<file path="src/rtl/isv_pkg.sv">
// Shared types and constants for the ISBN string validator.
`timescale 1ns / 1ps

package isv_pkg;

   localparam int CHAR_W  = 8;
   localparam int KIND_W  = 2;
   localparam int COUNT_W = 6;
   localparam int DIGIT_W = 4;

   // ASCII codes of interest
   localparam logic [CHAR_W-1:0] CHAR_SPACE   = 8'h20;
   localparam logic [CHAR_W-1:0] CHAR_DASH    = 8'h2D;
   localparam logic [CHAR_W-1:0] CHAR_ZERO    = 8'h30;
   localparam logic [CHAR_W-1:0] CHAR_NINE    = 8'h39;
   localparam logic [CHAR_W-1:0] CHAR_X_UPPER = 8'h58;
   localparam logic [CHAR_W-1:0] CHAR_X_LOWER = 8'h78;

   // separator occurrence window
   localparam logic [COUNT_W-1:0] SEP_MIN = 6'd3;
   localparam logic [COUNT_W-1:0] SEP_MAX = 6'd4;

   // stripped lengths
   localparam logic [COUNT_W-1:0] ISBN10_LEN = 6'd10;
   localparam logic [COUNT_W-1:0] ISBN13_LEN = 6'd13;
   localparam logic [COUNT_W-1:0] TENTH_IDX  = 6'd9;
   localparam logic [COUNT_W-1:0] COUNT_MAX  = 6'd63;

   localparam logic [DIGIT_W-1:0] X_VALUE = 4'd10;

   // x mod 11 for x < 128: q = (x * 187) >> 11
   localparam logic [7:0] RECIP11       = 8'd187;
   localparam int         RECIP11_SHIFT = 11;
   localparam logic [3:0] MOD11         = 4'd11;

   typedef enum logic [KIND_W-1:0] {
      KIND_NONE   = 2'd0,
      KIND_ISBN10 = 2'd1,
      KIND_ISBN13 = 2'd2
   } kind_type;

endpackage

</file>
<file path="src/rtl/isv_ifs.sv">
// Request and response channel interfaces of the ISBN string validator.
`timescale 1ns / 1ps

interface isv_req_if;
   logic                       valid;
   logic                       ready;
   logic [isv_pkg::CHAR_W-1:0] char_code;
   logic                       is_last;

   modport source (output valid, char_code, is_last, input ready);
   modport sink   (input valid, char_code, is_last, output ready);
endinterface

interface isv_rsp_if;
   logic                       valid;
   logic                       ready;
   logic                       format_ok;
   logic [isv_pkg::KIND_W-1:0] isbn_kind;
   logic                       checksum_ok;

   modport source (output valid, format_ok, isbn_kind, checksum_ok, input ready);
   modport sink   (input valid, format_ok, isbn_kind, checksum_ok, output ready);
endinterface

</file>
<file path="src/rtl/isbn_string_validator.sv">
// Top level of the ISBN-10 / ISBN-13 string validator.
`timescale 1ns / 1ps

// Usage:
//  req_if carries one ASCII character per request, is_last marks the end of
//  a string. rsp_if returns one response per string: format_ok, isbn_kind
//  (0 none, 1 ISBN-10, 2 ISBN-13) and checksum_ok.
//  Characters are taken one per cycle while req_if.ready is high. Each request
//  is captured in an input register. A non-last character is processed in the
//  following cycle into the running state; the last character goes into the
//  response register once no earlier response is held there. Sustained rate:
//  one character per cycle while no response is held stalled, set by the
//  single state update between input and response registers.
//  When rsp_if stalls, characters keep flowing until a second last character
//  reaches the input register; it then waits there and req_if.ready drops
//  until the held response is taken.
//  Strings longer than MAX_CHARS report format_ok = 0. After each string
//  the state returns to its reset value.
//  Reset (synchronous) empties both registers and clears all counters and
//  sums; no clearing pass is needed.
module isbn_string_validator #(
   parameter int MAX_CHARS = 32
) (
   input  logic      clock,
   input  logic      reset,
   isv_req_if.sink   req_if,
   isv_rsp_if.source rsp_if
);

   localparam int CCW = $clog2(MAX_CHARS + 1);
   localparam int CW  = isv_pkg::COUNT_W;

   // input register
   logic                       s1_valid_ff, s1_valid_in;
   logic [isv_pkg::CHAR_W-1:0] s1_char_ff;
   logic                       s1_last_ff;

   // running string state
   logic [isv_pkg::CHAR_W-1:0] previous_char_ff, previous_char_in;
   logic [CW-1:0]              space_count_ff, space_count_in;
   logic [CW-1:0]              dash_count_ff, dash_count_in;
   logic                       space_doubled_ff, space_doubled_in;
   logic                       dash_doubled_ff, dash_doubled_in;
   logic                       bad_character_ff, bad_character_in;
   logic [CW-1:0]              digit_count_ff, digit_count_in;
   logic [3:0]                 sum_mod_eleven_ff, sum_mod_eleven_in;
   logic [3:0]                 sum_mod_ten_ff, sum_mod_ten_in;
   logic                       misplaced_x_ff, misplaced_x_in;
   logic                       tenth_x_ff, tenth_x_in;
   logic [CCW-1:0]             char_count_ff, char_count_in;

   // response register
   logic                       rsp_valid_ff, rsp_valid_in;
   logic                       format_ok_ff, format_ok_in;
   isv_pkg::kind_type          kind_ff, kind_in;
   logic                       checksum_ok_ff, checksum_ok_in;

   // update values before the end-of-string clear
   logic [CW-1:0]              space_count_upd, dash_count_upd, digit_count_upd;
   logic                       space_doubled_upd, dash_doubled_upd, bad_character_upd;
   logic [3:0]                 sum_mod_eleven_upd, sum_mod_ten_upd;
   logic                       misplaced_x_upd, tenth_x_upd;

   logic                       advance, finish;
   logic                       overlong, is_space, is_dash, is_digit, is_x;
   logic [isv_pkg::CHAR_W-1:0] c;
   logic [3:0]                 digit_val, w11;
   logic [6:0]                 prod11, acc11, rem11;
   logic [14:0]                recip_prod;
   logic [3:0]                 quot11;
   logic [4:0]                 prod10;
   logic [5:0]                 acc10;
   logic                       space_pass, dash_pass, fmt;

   function automatic logic [CW-1:0] sat_inc(input logic [CW-1:0] v);
      return (v < isv_pkg::COUNT_MAX) ? v + 1'b1 : v;
   endfunction

   function automatic logic sep_pass(input logic [CW-1:0] cnt, input logic dbl);
      return !dbl && cnt >= isv_pkg::SEP_MIN && cnt <= isv_pkg::SEP_MAX;
   endfunction

   // handshake: a non-last character never waits on the response side
   assign advance = s1_valid_ff && (!s1_last_ff || !rsp_valid_ff || rsp_if.ready);
   assign finish  = advance && s1_last_ff;
   assign req_if.ready = !s1_valid_ff || advance;

   assign s1_valid_in = (req_if.valid && req_if.ready) ? 1'b1 :
                        (advance ? 1'b0 : s1_valid_ff);

   // character classes
   assign c        = s1_char_ff;
   assign overlong = char_count_ff >= CCW'(MAX_CHARS);
   assign is_space = c == isv_pkg::CHAR_SPACE;
   assign is_dash  = c == isv_pkg::CHAR_DASH;
   assign is_digit = c >= isv_pkg::CHAR_ZERO && c <= isv_pkg::CHAR_NINE;
   assign is_x     = c == isv_pkg::CHAR_X_UPPER || c == isv_pkg::CHAR_X_LOWER;
   assign digit_val = is_digit ? c[3:0] : isv_pkg::X_VALUE;

   // weighted sum mod 11, weight = position + 1 (only positions 0..9 used)
   assign w11        = digit_count_ff[3:0] + 4'd1;
   assign prod11     = 7'(digit_val * w11);
   assign acc11      = 7'(sum_mod_eleven_ff) + prod11;
   assign recip_prod = 15'(acc11 * isv_pkg::RECIP11);
   assign quot11     = 4'(recip_prod >> isv_pkg::RECIP11_SHIFT);
   assign rem11      = acc11 - 7'(quot11 * isv_pkg::MOD11);

   // alternating 1/3 sum mod 10
   assign prod10 = digit_count_ff[0] ? 5'(digit_val * 4'd3) : 5'(digit_val);
   assign acc10  = 6'(sum_mod_ten_ff) + 6'(prod10);

   always_comb begin
      space_count_upd    = space_count_ff;
      dash_count_upd     = dash_count_ff;
      digit_count_upd    = digit_count_ff;
      space_doubled_upd  = space_doubled_ff;
      dash_doubled_upd   = dash_doubled_ff;
      bad_character_upd  = bad_character_ff;
      sum_mod_eleven_upd = sum_mod_eleven_ff;
      sum_mod_ten_upd    = sum_mod_ten_ff;
      misplaced_x_upd    = misplaced_x_ff;
      tenth_x_upd        = tenth_x_ff;
      if (is_space) begin
         // previous_char is zero at string start, so no first-char test needed
         if (previous_char_ff == isv_pkg::CHAR_SPACE) space_doubled_upd = 1'b1;
         if (!s1_last_ff) space_count_upd = sat_inc(space_count_ff);
      end else if (is_dash) begin
         if (previous_char_ff == isv_pkg::CHAR_DASH) dash_doubled_upd = 1'b1;
         if (!s1_last_ff) dash_count_upd = sat_inc(dash_count_ff);
      end else if (is_digit || is_x) begin
         if (is_x) begin
            if (digit_count_ff == isv_pkg::TENTH_IDX) tenth_x_upd = 1'b1;
            else misplaced_x_upd = 1'b1;
         end
         if (digit_count_ff < isv_pkg::ISBN10_LEN) sum_mod_eleven_upd = rem11[3:0];
         if (digit_count_ff < isv_pkg::ISBN13_LEN && is_digit) begin
            if (acc10 >= 6'd30)      sum_mod_ten_upd = 4'(acc10 - 6'd30);
            else if (acc10 >= 6'd20) sum_mod_ten_upd = 4'(acc10 - 6'd20);
            else if (acc10 >= 6'd10) sum_mod_ten_upd = 4'(acc10 - 6'd10);
            else                     sum_mod_ten_upd = acc10[3:0];
         end
         digit_count_upd = sat_inc(digit_count_ff);
      end else begin
         bad_character_upd = 1'b1;
      end
   end

   // end-of-string verdict, from the state including this character
   assign space_pass = sep_pass(space_count_upd, space_doubled_upd);
   assign dash_pass  = sep_pass(dash_count_upd, dash_doubled_upd);
   assign fmt        = !overlong && !bad_character_upd && (space_pass || dash_pass);

   always_comb begin
      kind_in        = isv_pkg::KIND_NONE;
      checksum_ok_in = 1'b0;
      format_ok_in   = fmt;
      if (fmt) begin
         if (digit_count_upd == isv_pkg::ISBN10_LEN) begin
            kind_in        = isv_pkg::KIND_ISBN10;
            checksum_ok_in = sum_mod_eleven_upd == 4'd0 && !misplaced_x_upd;
         end else if (digit_count_upd == isv_pkg::ISBN13_LEN) begin
            kind_in        = isv_pkg::KIND_ISBN13;
            checksum_ok_in = sum_mod_ten_upd == 4'd0 && !misplaced_x_upd && !tenth_x_upd;
         end
      end
   end

   // next state: cleared after the last character of a string
   always_comb begin
      previous_char_in  = previous_char_ff;
      space_count_in    = space_count_ff;
      dash_count_in     = dash_count_ff;
      space_doubled_in  = space_doubled_ff;
      dash_doubled_in   = dash_doubled_ff;
      bad_character_in  = bad_character_ff;
      digit_count_in    = digit_count_ff;
      sum_mod_eleven_in = sum_mod_eleven_ff;
      sum_mod_ten_in    = sum_mod_ten_ff;
      misplaced_x_in    = misplaced_x_ff;
      tenth_x_in        = tenth_x_ff;
      char_count_in     = char_count_ff;
      if (finish) begin
         previous_char_in  = '0;
         space_count_in    = '0;
         dash_count_in     = '0;
         space_doubled_in  = 1'b0;
         dash_doubled_in   = 1'b0;
         bad_character_in  = 1'b0;
         digit_count_in    = '0;
         sum_mod_eleven_in = '0;
         sum_mod_ten_in    = '0;
         misplaced_x_in    = 1'b0;
         tenth_x_in        = 1'b0;
         char_count_in     = '0;
      end else if (advance) begin
         previous_char_in  = c;
         space_count_in    = space_count_upd;
         dash_count_in     = dash_count_upd;
         space_doubled_in  = space_doubled_upd;
         dash_doubled_in   = dash_doubled_upd;
         bad_character_in  = bad_character_upd;
         digit_count_in    = digit_count_upd;
         sum_mod_eleven_in = sum_mod_eleven_upd;
         sum_mod_ten_in    = sum_mod_ten_upd;
         misplaced_x_in    = misplaced_x_upd;
         tenth_x_in        = tenth_x_upd;
         char_count_in     = overlong ? char_count_ff : char_count_ff + 1'b1;
      end
   end

   assign rsp_valid_in = finish ? 1'b1 : (rsp_if.ready ? 1'b0 : rsp_valid_ff);

   always_ff @(posedge clock) begin
      if (reset) begin
         s1_valid_ff       <= 1'b0;
         rsp_valid_ff      <= 1'b0;
         previous_char_ff  <= '0;
         space_count_ff    <= '0;
         dash_count_ff     <= '0;
         space_doubled_ff  <= 1'b0;
         dash_doubled_ff   <= 1'b0;
         bad_character_ff  <= 1'b0;
         digit_count_ff    <= '0;
         sum_mod_eleven_ff <= '0;
         sum_mod_ten_ff    <= '0;
         misplaced_x_ff    <= 1'b0;
         tenth_x_ff        <= 1'b0;
         char_count_ff     <= '0;
      end else begin
         s1_valid_ff       <= s1_valid_in;
         rsp_valid_ff      <= rsp_valid_in;
         previous_char_ff  <= previous_char_in;
         space_count_ff    <= space_count_in;
         dash_count_ff     <= dash_count_in;
         space_doubled_ff  <= space_doubled_in;
         dash_doubled_ff   <= dash_doubled_in;
         bad_character_ff  <= bad_character_in;
         digit_count_ff    <= digit_count_in;
         sum_mod_eleven_ff <= sum_mod_eleven_in;
         sum_mod_ten_ff    <= sum_mod_ten_in;
         misplaced_x_ff    <= misplaced_x_in;
         tenth_x_ff        <= tenth_x_in;
         char_count_ff     <= char_count_in;
      end
   end

   // payload registers, no reset
   always_ff @(posedge clock) begin
      if (req_if.valid && req_if.ready) begin
         s1_char_ff <= req_if.char_code;
         s1_last_ff <= req_if.is_last;
      end
      if (finish) begin
         format_ok_ff   <= format_ok_in;
         kind_ff        <= kind_in;
         checksum_ok_ff <= checksum_ok_in;
      end
   end

   assign rsp_if.valid       = rsp_valid_ff;
   assign rsp_if.format_ok   = format_ok_ff;
   assign rsp_if.isbn_kind   = kind_ff;
   assign rsp_if.checksum_ok = checksum_ok_ff;

endmodule

</file>
<file path="src/flat_wrapper.sv">
// flat-port wrapper written by rule: the top's interface ports become plain ports
module isbn_string_validator_flat 
#(
   parameter int MAX_CHARS = 32
)
  (clock, reset, req_if_valid, req_if_char_code, req_if_is_last, req_if_ready, rsp_if_valid, rsp_if_format_ok, rsp_if_isbn_kind, rsp_if_checksum_ok, rsp_if_ready);
  isv_req_if req_if_i ();
  isv_rsp_if rsp_if_i ();
  input  logic clock;
  input  logic reset;
  input wire logic [$bits(req_if_i.valid)-1:0] req_if_valid;
  input wire logic [$bits(req_if_i.char_code)-1:0] req_if_char_code;
  input wire logic [$bits(req_if_i.is_last)-1:0] req_if_is_last;
  output wire logic [$bits(req_if_i.ready)-1:0] req_if_ready;
  output wire logic [$bits(rsp_if_i.valid)-1:0] rsp_if_valid;
  output wire logic [$bits(rsp_if_i.format_ok)-1:0] rsp_if_format_ok;
  output wire logic [$bits(rsp_if_i.isbn_kind)-1:0] rsp_if_isbn_kind;
  output wire logic [$bits(rsp_if_i.checksum_ok)-1:0] rsp_if_checksum_ok;
  input wire logic [$bits(rsp_if_i.ready)-1:0] rsp_if_ready;
  assign req_if_i.valid = req_if_valid;
  assign req_if_i.char_code = req_if_char_code;
  assign req_if_i.is_last = req_if_is_last;
  assign req_if_ready = req_if_i.ready;
  assign rsp_if_valid = rsp_if_i.valid;
  assign rsp_if_format_ok = rsp_if_i.format_ok;
  assign rsp_if_isbn_kind = rsp_if_i.isbn_kind;
  assign rsp_if_checksum_ok = rsp_if_i.checksum_ok;
  assign rsp_if_i.ready = rsp_if_ready;
  isbn_string_validator #(.MAX_CHARS(MAX_CHARS)) u_core (.clock(clock), .reset(reset), .req_if(req_if_i), .rsp_if(rsp_if_i));
endmodule
</file>
<file path="config.mk">
export PLATFORM = sky130hd
export DESIGN_NAME = isbn_string_validator_flat
export DESIGN_NICKNAME = d
export VERILOG_FILES = /design/src/rtl/isv_pkg.sv /design/src/rtl/isv_ifs.sv /design/src/rtl/isbn_string_validator.sv /design/src/flat_wrapper.sv
export SDC_FILE = /design/constraint.sdc
export NUM_CORES = 1
export LEC_CHECK = 0
export BUFFER_PORTS_ARGS = -buffer_cell sky130_fd_sc_hd__buf_2
export CAP_MARGIN = 0
export CORE_MARGIN = 5
export CORE_UTILIZATION = 32
export CTS_CLUSTER_SIZE = 8
export DETAILED_ROUTE_END_ITERATION = 7
export PLACE_DENSITY_LB_ADDON = 0.25
export SYNTH_ARGS = -nofsm -noshare
export SYNTH_HDL_FRONTEND = slang
export SYNTH_SLANG_ARGS = --single-unit
</file>
<file path="constraint.sdc">
create_clock -name clock -period 16.8 [get_ports clock]
set_input_delay 1.68 -clock clock [delete_from_list [all_inputs] [get_ports clock]]
set_output_delay 1.68 -clock clock [all_outputs]
set_load 0.02 [all_outputs]
</file>
==> results.sh <==
export IMPL_overflow=0
export IMPL_antenna_cells=0
export IMPL_clockBufferDepth=2
export IMPL_p_leak_uw=0.00270
export IMPL_setup_viol=0
export IMPL_rsz0062_at_grt="no"
export IMPL_synth_top_area_frac=0.166
export IMPL_ir_worst_vdd_v=0.0000485
export IMPL_h_tree_depth=3
export IMPL_grt_max_degree=44
export IMPL_synthesis_area_sq_mm=0.00566
export IMPL_drt_pass1_iter_count=5
export IMPL_period_needed_ns=10.25
export IMPL_synth_top_cell_by_area="dfxtp_1"
export IMPL_wl_um=13200
export IMPL_postPlaceCellArea_sq_mm=0.00598
export IMPL_fin_cells=918
export IMPL_vias=4737
export IMPL_path_max_fanout=7
export IMPL_die_x_um=143
export IMPL_relSlewSlack=0.256
export IMPL_clk_latency_ns=0.32
export IMPL_critical_path_class="flip-flop to flip-flop"
export IMPL_core_sq_mm=0.0173
export IMPL_dp_hpwl_um=10300
export IMPL_drc=0
export IMPL_io_buffers=18
export IMPL_period_share=0.610
export IMPL_fmax_mhz=97.6
export IMPL_worst_ep_arrival_time_ns=10.33
export IMPL_hold_viol=0
export IMPL_yosysUniqueCellTypes=68
export IMPL_fp_row_count=48
export IMPL_die_y_um=143
export IMPL_synthesis_nets=787
export IMPL_async_reset_ff_frac=0
export IMPL_synth_seq_cells=60
export IMPL_slowest_delay_ns=0.56
export IMPL_synthTopCellsByArea="dfxtp_1 (17%), ha_1 (16%), fa_1 (9.2%)"
export IMPL_cts_repair_resized=0
export IMPL_finalMaxSlewViolations=0
export IMPL_final_area_sq_mm=0.00624
export IMPL_nets=801
export IMPL_area_growth_pct=10.3
export IMPL_cts_tree="built"
export IMPL_drtIter0Drc=252
export IMPL_gp_congestion=0.842
export IMPL_worst_slew_pin_slew_ns=1.11
export IMPL_grt_pass1_vias=4626
export IMPL_cp_slowest_cell="fa_1"
export IMPL_grtUsageTotal=0.132
export IMPL_die_area_sq_mm=0.0204
export IMPL_start_util=0.327
export IMPL_antenna_found_initial=0
export IMPL_clock_sinks=60
export IMPL_synth_edf_count=13
export IMPL_avgSynthCellArea_sq_um=8.38
export IMPL_crit_path_end_kind="flip-flop"
export IMPL_yosysWarnings=0
export IMPL_worstPathRequired_ns=16.88
export IMPL_fin_total_pwr_uw=383
export IMPL_hold_buffers=0
export IMPL_clockRootBuffer="clkbuf_16"
export IMPL_outcome="completed"
export IMPL_grt_pass1_wl_um=22500
export IMPL_clock_skew_ns=0.0120
export IMPL_drive_above_1_share=0.0736
export IMPL_synthFlopType="dfxtp_1"
export IMPL_fin_tns_setup_ns=0
export IMPL_dp_cells=903
export IMPL_p_per_area_mw_per_mm2=61.4
export IMPL_cts_setup_buffers=0
export IMPL_synth_cells=675
export IMPL_hold_slack_ns=0.460
export IMPL_cts_buffers=9
export IMPL_io_pins=19
export IMPL_cp_start_kind="flip-flop"
export IMPL_cts_clk_slew_worst_paths_ns=0.05
export IMPL_viasPerCell=5.16
export IMPL_wire_per_inst_um=14.3
export IMPL_hp_class="flip-flop to flip-flop"
export IMPL_max_cap_violations=0
export IMPL_synth_seq_area_share=0.235
export IMPL_drtAntennaViolNets=0
==> metrics by stage <==
step | worst slack (ns) | utilization
floorplan | 7.34 | -
global placement | 6.80 | 0.345
detailed placement | 6.59 | 0.345
CTS | 6.51 | 0.361
global route | 5.87 | 0.361
finish | 6.55 | 0.361
==> cell families after synthesis <==
kind of cell,after synthesis,share of synthesized area
simple gates,240,0.211
compound gates,130,0.154
buf+inv,99,0.0661
fa+ha+maj,99,0.254
flops,60,0.235
xor+xnor,28,0.0458
mux,19,0.0343
==> cells in the final DEF (no fill, tap or decap), types with 6 or more instances in the layout <==
cell type  count
xnor2_1       14
inv_1         81
ha_1          73
nor3_1        17
nor2_1        75
a21oi_1       43
nand2_1       58
nand4_1        8
nor4_1         7
a31oi_1       12
dfxtp_1       47
xor2_1        13
nand2b_1       7
a211oi_1       7
a21o_1         6
fa_1          26
and3_1         7
buf_2         18
clkbuf_16      9
or2_2          8
nand3_1       18
edfxtp_1      13
mux2i_1       16
o21ai_0       15
==> path summary, 6_finish.rpt <==
check | start | endpoint | slack (ns) | depth (start not counted)
setup / recovery | u_core.c[6] | u_core.rsp_if.checksum_ok | 6.55 | 39
hold / removal | u_core.previous_char_ff[6] | u_core.previous_char_ff[6] | 0.46 | 2
setup reg to reg | u_core.c[6] | u_core.rsp_if.checksum_ok | 6.55 | 39
hold reg to reg | u_core.previous_char_ff[6] | u_core.previous_char_ff[6] | 0.46 | 2
==> synthesized netlist by cell type, types with 15 or more instances <==
cell type  instances
nor3_1            17
nand2_1           58
a21oi_1           43
inv_1             81
ha_1              73
clkbuf_1          15
dfxtp_1           47
o21ai_0           15
nand3_1           18
nor2_1            75
mux2i_1           16
fa_1              26
==> metal layers <==
layer | part of all wire | track usage
met1 | 0.49 | 0.183
met5 | 0 | 0
met2 | 0.47 | 0.222
met4 | 0.0084 | 0.0245
met3 | 0.038 | 0.0181
==> power by group <==
| group | switching, uW | internal (uW) |
|---|---|---|
| sequential | 3.71 | 151 |
| combinational | 39.2 | 26.7 |
| clock | 60.5 | 102 |
==> area by class of cell <==
type,instances,area [sq um]
clock buffer,12,246
clock inverter,3,13.8
fill,1785,11100
inverter,82,308
multi-input combinational,516,3950
sequential,60,1330
tap,225,282
timing repair buffer,20,105
==> flip-flops by register name (all words and copies together), names as in the netlist <==
signal and cells:
u_core.char_count_ff 6, u_core.c 8, u_core.digit_count_ff 6, u_core.dash_doubled_ff 1, u_core.previous_char_ff 8, u_core.rsp_if.valid 1
u_core.rsp_if.format_ok 1, u_core.sum_mod_ten_ff 4, u_core.rsp_if.checksum_ok 1, u_core.misplaced_x_ff 1, u_core.dash_count_ff 6, u_core.s1_valid_ff 1
u_core.sum_mod_eleven_ff 4, u_core.rsp_if.isbn_kind 2, u_core.s1_last_ff 1, u_core.tenth_x_ff 1, u_core.space_count_ff 6, u_core.bad_character_ff 1
u_core.space_doubled_ff 1
==> critical path, delay by kind of cell (launching register included) <==
| kind | cells | cell delay, ns |
|---|---|---|
| fa+ha+maj | 12 | 5.11 |
| xor+xnor | 5 | 1.07 |
| flops | 1 | 0.49 |
| buf+inv | 7 | 0.55 |
| compound gates | 9 | 1.47 |
| simple gates | 6 | 1.31 |
Power figures use the tool's default switching activity.
